`config.mk`:
```
export PLATFORM = sky130hd
export DESIGN_NAME = mf3_median
export DESIGN_NICKNAME = d
export VERILOG_FILES = /design/src/design/mf3_pkg.sv /design/src/design/mf3_median.sv
export SDC_FILE = /design/constraint.sdc
export NUM_CORES = 1
export LEC_CHECK = 0
export BUFFER_PORTS_ARGS = -buffer_cell sky130_fd_sc_hd__buf_4
export CAP_MARGIN = 20
export CELL_PAD_IN_SITES_DETAIL_PLACEMENT = 1
export CELL_PAD_IN_SITES_GLOBAL_PLACEMENT = 2
export CORE_ASPECT_RATIO = 1.2
export CORE_UTILIZATION = 41
export DETAILED_ROUTE_END_ITERATION = 8
export GPL_ROUTABILITY_DRIVEN = 0
export PLACE_DENSITY = 0.88
export SLEW_MARGIN = 10
export SYNTH_ARGS = -nofsm -noshare
export SYNTH_HDL_FRONTEND = slang
export SYNTH_SLANG_ARGS = --single-unit
```
`constraint.sdc`:
```
create_clock -name clk -period 6.88 [get_ports clk]
set_input_delay 0.688 -clock clk [delete_from_list [all_inputs] [get_ports clk]]
set_output_delay 0.688 -clock clk [all_outputs]
set_load 0.03 [all_outputs]
```
`src/design/mf3_pkg.sv`:
```
// shared types, constants and compare helpers for the 3x3 median filter
package mf3_pkg;

	localparam int PIX_W      = 8;
	localparam int POS_W      = 10;
	localparam int DIM_W      = 11;
	localparam int MAX_WIDTH  = 1024;
	localparam int MAX_HEIGHT = 1024;
	localparam int MIN_SIZE   = 3;
	localparam int ADDR_W     = $clog2(MAX_WIDTH);
	localparam int WIN_N      = 9;

	typedef logic [PIX_W-1:0] pix_t;
	typedef logic [POS_W-1:0] pos_t;
	typedef logic [DIM_W-1:0] dim_t;

	localparam dim_t DIM_MIN   = dim_t'(MIN_SIZE);
	localparam dim_t DIM_MAX_W = dim_t'(MAX_WIDTH);
	localparam dim_t DIM_MAX_H = dim_t'(MAX_HEIGHT);

	// configuration register indexes
	localparam logic [0:0] CFG_IMAGE_WIDTH  = 1'b0;
	localparam logic [0:0] CFG_IMAGE_HEIGHT = 1'b1;

	// one full neighbourhood plus the position of its centre
	typedef struct packed {
		pix_t [WIN_N-1:0] px;
		pos_t             row;
		pos_t             col;
		logic             done;
	} win_t;

	// three sorted triples
	typedef struct packed {
		pix_t [WIN_N-1:0] px;
		pos_t             row;
		pos_t             col;
		logic             done;
	} tri_t;

	// three median candidates
	typedef struct packed {
		pix_t [2:0] px;
		pos_t       row;
		pos_t       col;
		logic       done;
	} cand_t;

	function automatic pix_t min2(pix_t a, pix_t b);
		return (a < b) ? a : b;
	endfunction

	function automatic pix_t max2(pix_t a, pix_t b);
		return (a < b) ? b : a;
	endfunction

	function automatic pix_t min3(pix_t a, pix_t b, pix_t c);
		return min2(min2(a, b), c);
	endfunction

	function automatic pix_t max3(pix_t a, pix_t b, pix_t c);
		return max2(max2(a, b), c);
	endfunction

	function automatic pix_t med3(pix_t a, pix_t b, pix_t c);
		return max2(min2(a, b), min2(max2(a, b), c));
	endfunction

endpackage

```
`src/design/mf3_median.sv`:
```
// four-stage median of nine: row sort, candidate pick, final median of three
module mf3_median
	import mf3_pkg::*;
(
	input  logic  clk,
	input  logic  arst_n,
	input  logic  win_valid,
	output logic  win_stall,
	input  win_t  win,
	output logic  res_valid,
	input  logic  res_stall,
	output pix_t  res_median,
	output pos_t  res_row,
	output pos_t  res_col,
	output logic  res_done
);

	logic  v_s2, v_s3, v_s4, v_s5;
	logic  rdy2, rdy3, rdy4, rdy5;
	win_t  win_s2;
	tri_t  tri_s3;
	cand_t cand_s4;
	pix_t  med_s5;
	pos_t  row_s5, col_s5;
	logic  done_s5;
	tri_t  tri_d;
	cand_t cand_d;

	assign rdy5      = !v_s5 || !res_stall;
	assign rdy4      = !v_s4 || rdy5;
	assign rdy3      = !v_s3 || rdy4;
	assign rdy2      = !v_s2 || rdy3;
	assign win_stall = !rdy2;

	always_ff @(posedge clk or negedge arst_n) begin
		if (!arst_n) begin
			v_s2 <= 1'b0;
			v_s3 <= 1'b0;
			v_s4 <= 1'b0;
			v_s5 <= 1'b0;
		end else begin
			if (rdy2) v_s2 <= win_valid;
			if (rdy3) v_s3 <= v_s2;
			if (rdy4) v_s4 <= v_s3;
			if (rdy5) v_s5 <= v_s4;
		end
	end

	// sort each triple: lowest, middle, highest
	always_comb begin
		for (int t = 0; t < 3; t++) begin
			tri_d.px[3*t]   = min3(win_s2.px[3*t], win_s2.px[3*t+1], win_s2.px[3*t+2]);
			tri_d.px[3*t+1] = med3(win_s2.px[3*t], win_s2.px[3*t+1], win_s2.px[3*t+2]);
			tri_d.px[3*t+2] = max3(win_s2.px[3*t], win_s2.px[3*t+1], win_s2.px[3*t+2]);
		end
		tri_d.row  = win_s2.row;
		tri_d.col  = win_s2.col;
		tri_d.done = win_s2.done;
	end

	// largest low, middle of middles, smallest high
	always_comb begin
		cand_d.px[0] = max3(tri_s3.px[0], tri_s3.px[3], tri_s3.px[6]);
		cand_d.px[1] = med3(tri_s3.px[1], tri_s3.px[4], tri_s3.px[7]);
		cand_d.px[2] = min3(tri_s3.px[2], tri_s3.px[5], tri_s3.px[8]);
		cand_d.row   = tri_s3.row;
		cand_d.col   = tri_s3.col;
		cand_d.done  = tri_s3.done;
	end

	always_ff @(posedge clk) begin
		if (rdy2) begin
			win_s2 <= win;
		end
		if (rdy3) begin
			tri_s3 <= tri_d;
		end
		if (rdy4) begin
			cand_s4 <= cand_d;
		end
		if (rdy5) begin
			med_s5  <= med3(cand_s4.px[0], cand_s4.px[1], cand_s4.px[2]);
			row_s5  <= cand_s4.row;
			col_s5  <= cand_s4.col;
			done_s5 <= cand_s4.done;
		end
	end

	assign res_valid  = v_s5;
	assign res_median = med_s5;
	assign res_row    = row_s5;
	assign res_col    = col_s5;
	assign res_done   = done_s5;

endmodule

```
### Yosys cells after proc, flatten, opt, wreduce, memory -nomap -nowiden

Index checks and enable logic that the tools add are counted.
W data, S select, Z words.

| word-level totals | value |
|---|---|
| logic and storage cells | 100 |
| bits in registers | 264 |

| cells by class | value |
|---|---|
| muxes and demuxes | 30 |
| reduce and logical (&&, ||, !) cells | 10 |
| magnitude comparators | 22 |

Operator list:

| cell | number |
|---|---|
| $mux W8 | 30 |
| $lt A8 B8 Y1 | 22 |
| $logic_not A1 Y1 | 6 |
| $logic_or A1 B1 Y1 | 4 |

### Depth between registers and ports, before layout

| logic depth | value |
|---|---|
| depth after elaboration | 6 |
| gate-level depth with buffers | 26 |
| mapped depth without buffers | 23 |

### Worst setup path after synthesis

No wires, ideal clock.

| path | value |
|---|---|
| kind | reg-to-reg |
| start | register win_s2[26] (netlist name) |
| end | register tri_s3[29] (netlist name) (data pin) |
| cell stages (with the launch flop) | 22 |
| arrival time | 5.071 ns |
| library setup time | 0.258 ns |
| clock period less this slack | 5.329 ns |
| path slack | 1.551 ns |
| cell sequence | edfxtp_1 > ha_1 > a21oi_1 > o211ai_1 > nor2_1 > buf_2 > mux2_2 > ha_1 > o21ai_0 > o21bai_1 > nor4b_1 > o21ai_1 > o21ai_2 > buf_2 > mux2i_1 > ha_1 > a21o_1 > a221oi_1 > nor2b_1 > a32oi_2 > mux2i_1 > o221a_1 |

RTL lines:

| item | line | source |
|---|---|---|
| start: declaration | mf3_median.sv:20 | `win_t win_s2;` |
| start signal: assignment | mf3_median.sv:73 | `win_s2 <= win;` |
| end signal: assignment | mf3_median.sv:76 | `tri_s3 <= tri_d;` |
| end: declaration | mf3_median.sv:21 | `tri_t tri_s3;` |

==> impl_results.md <==
* Status: finished, final reports clean
* Most frequent cell after synthesis: edfxtp_1
* Top delay family on crit path: compound AO/OA/AOI/OAI gates
* Final setup violation count at 0
* Detailed placement HPWL at approximately 27 mm
* FF+latch count, synth at ~260
* Initial antenna violation count at 0
* Synth warn at 0
* Vias in the first global route at approximately 11000
* Filler instances at 3686
* Layout cells sized above 1 at 0.1769
* Inserted Clock Buffers at 29
* Area delta synth->final at 17.58%
* RR Startpoint: win_s2[24]
* Max Cap Viol at 0
* WP depth at 19
* Register area at 0.007908 sq mm
* Number of unique standard cell types used by synthesis at between 60 and 70
* CP startpoint: win_s2[24]
* Ant diodes at 0
* Final setup TNS at 0 ns
* RR Endpoint: tri_s3[29]
* Setup repair after global routing missed its margin: no
* # IOs at roughly 130
* CP required at between 7 and 8 ns
* CP bufs+invs at 1
* Post-route minimum period at 6.413 ns
* Initial DRC count at approximately 440
* Net Count, Synth at around 1500
* Rel. slew slack at 0.2818
* Final period util at 0.9321
* Vias at approximately 10000
* Cells after synthesis at 1226
* CTS Sinks at between 200 and 300
* CTS tree: done
* Worst Setup End Kind: register
* Crit-path max FO at 25
* Maximum VDD drop at around 240 uV
* Fin util at 0.4910
* Die footprint at ~0.036 sq mm
* Antenna viol nets, final at 0
* Layout Nets at between 1500 and 2000
* Slew @ Worst Pin at ~1.1 ns
* Ys flop type: edfxtp_1
* Die Span X at 174.4 um
* Pin count of the biggest net entering global routing at 73
* Synth Area per Inst at around 12 sq um
* FF-to-FF setup slack at around 0.47 ns
* Max stage delay on crit path at around 0.84 ns
* CP cell instances: ha_1 -> a21oi_1 -> a31oi_1 -> nor2_2 -> buf_4 -> mux2_2 -> ha_1 -> a21oi_1 -> a21oi_1 -> o21ai_2 -> mux2i_1 -> ha_1 -> a21o_1 -> a21o_1 -> a221oi_1 -> nor2b_1 -> a32oi_2 -> mux2i_1 -> o221a_1
* Worst-Skew Late Latency at between 0.5 and 0.6 ns
* Final Skew at about 0.016 ns
* Area of the multi-input gates at 0.006105 sq mm
* DR pass1 iterations at 4
* Area contributors post-synth: edfxtp_1 (53%), ha_1 (13%), mux2i_1 (4.2%)
* Areal power density over the cells at 528.0 mW/mm^2
* DR WL/cell at approximately 19 um
* FF-to-FF path depth at 19
* H-tree levels at 1
* Root buffer cell: clkbuf_16
* End of the critical path: tri_s3[29]
* Core box area at ~0.035 sq mm
* Post-synth top area cell: edfxtp_1
* Async set-reset flop share out of synthesis at 0.01515
* Clock Path Buffers at 3
* Total chip power at just over 9 mW
* Die height at between 200 and 250 um
* Starting Density at 0.4176
* Critical path's slowest cell: o21ai_2
* First-pass GRT wire length at 55.95 mm
* Category of the most critical setup path: register to register
* Fmax at 155.9 MHz
* Buffers on Ports at about 130
* Worst hold slack at roughly 0.28 ns
* Total GRT Usage at 0.1972
* Drt via density at 5.334
* Post-synth top area share at 0.5341
* CP Launch Type: register
* # DRC at 0
* Final Hold Viols at 0
* Post-synthesis sequential area ratio at 0.5410
* Hold WC Path Type: input port to register
* Slew Limit Fails at 0
* Top post-synthesis cells by count: edfxtp_1 (260), ha_1 (154), inv_1 (136), nand2_1 (88), nor2_1 (82)
* Detailed Route WL at approximately 36 mm
* Total grt overflow at 0
* Row cnt at 75
* Leak pwr at roughly 7.5 nW
* Clk pin slew, worst setup/hold paths at 0.06 ns
* Synth Cell Area at about 0.015 sq mm
* CP Data Arrival Time at between 6 and 7 ns
* EDFF count, synth at 260
[how the worst min path moves through the flow]
stage / from / to / slack (ns) / cells past startpoint
2_1_floorplan: arst_n / res_valid / 0.39 / 0
3_3_place_gp: tri_d[0] / cand_d[0] / 0.40 / 0
3_5_place_dp: cand_s4[20] / res_row[9] / 0.41 / 0
4_1_cts: win[81] / win_s2[81] / 0.25 / 1
5_1_grt: win[81] / win_s2[81] / 0.25 / 1
6_report: win[19] / tri_d[19] / 0.28 / 1
[cell type report]
type | count | share of cell area
Clock buffer | 33 | 0.04310
Timing Repair Buffer | 143 | 0.06377
Tap cell | 462 | 0.03363
Multi-Input combinational cell | 800 | 0.3552
Clock inverter | 20 | 0.01456
Sequential cell | 264 | 0.4601
Inverter | 136 | 0.02970
[stage by stage]
step / std cells / cell area [sq um] / worst slack, ns
final: 1858 / 17190 / 0.4672
after global routing: 1858 / 17190 / 0.03393
after CTS: 1857 / 17180 / 0.2961
after detailed placement: 1803 / 16180 / 0.2977
after global placement: 1802 / 16150 / 0.5972
after floorplan: 1226 / 14620 / 1.551
[kinds of logic after synthesis]
group / Yosys count / share of synthesized area
and+or+nand+nor: 247 / 0.07575
AOI/OAI and AO/OA: 280 / 0.1216
adders and majority gates: 154 / 0.1318
DFF: 264 / 0.5410
muxes: 119 / 0.08662
buffers and inverters: 162 / 0.04323
[layer usage]
layer  GRT usage  share of wire  wire length, um  up-vias
li1            -              -                -     4838
met1      0.2135           0.39            13930     4816
met2      0.3783           0.54            19170      187
met3     0.02638          0.030             1085       70
met4     0.08500          0.040             1432        0
met5           0              0                0        -
[cells in the final DEF, fill, tap and decap left out, drive strengths merged, types with 5 or more instances in the layout]
cell,synthesis,layout
a211oi,16,16
a21o,23,23
a21oi,76,76
and3,5,5
buf,18,142
bufinv,0,5
clkbuf,8,33
clkinv,0,8
edfxtp,260,260
ha,154,154
inv,136,140
mux2,57,57
mux2i,62,62
nand2,88,88
nand2b,11,11
nand3,10,10
nand4,16,16
nor2,83,83
nor2b,6,6
nor3,11,11
o211ai,6,6
o21a,10,10
o21ai,107,107
[what timing repair did]
item / CTS / global route
gates resized for setup: 0 / 1
hold endpoints to repair: 4 / 0
endpoints found under the setup margin: 0 / 5
buffers inserted: 0 / 0
hold buffers: 1 / 0
[power by group]
part,internal (mW),switching [mW],total [mW]
logic,1.95,2.79,4.74
registers,2.43,0.274,2.71
clock network,0.966,0.664,1.63
total,5.35,3.73,9.07
[flip-flops by register name, summed over array words and instances, names as in the netlist, 8 cells and up]
name,count
win_s2,72
res_col,10
cand_d,21
res_median,8
res_row,10
cand_s4,45
tri_s3,72
tri_d,21
No activity file was read; power rests on OpenSTA's default activity.
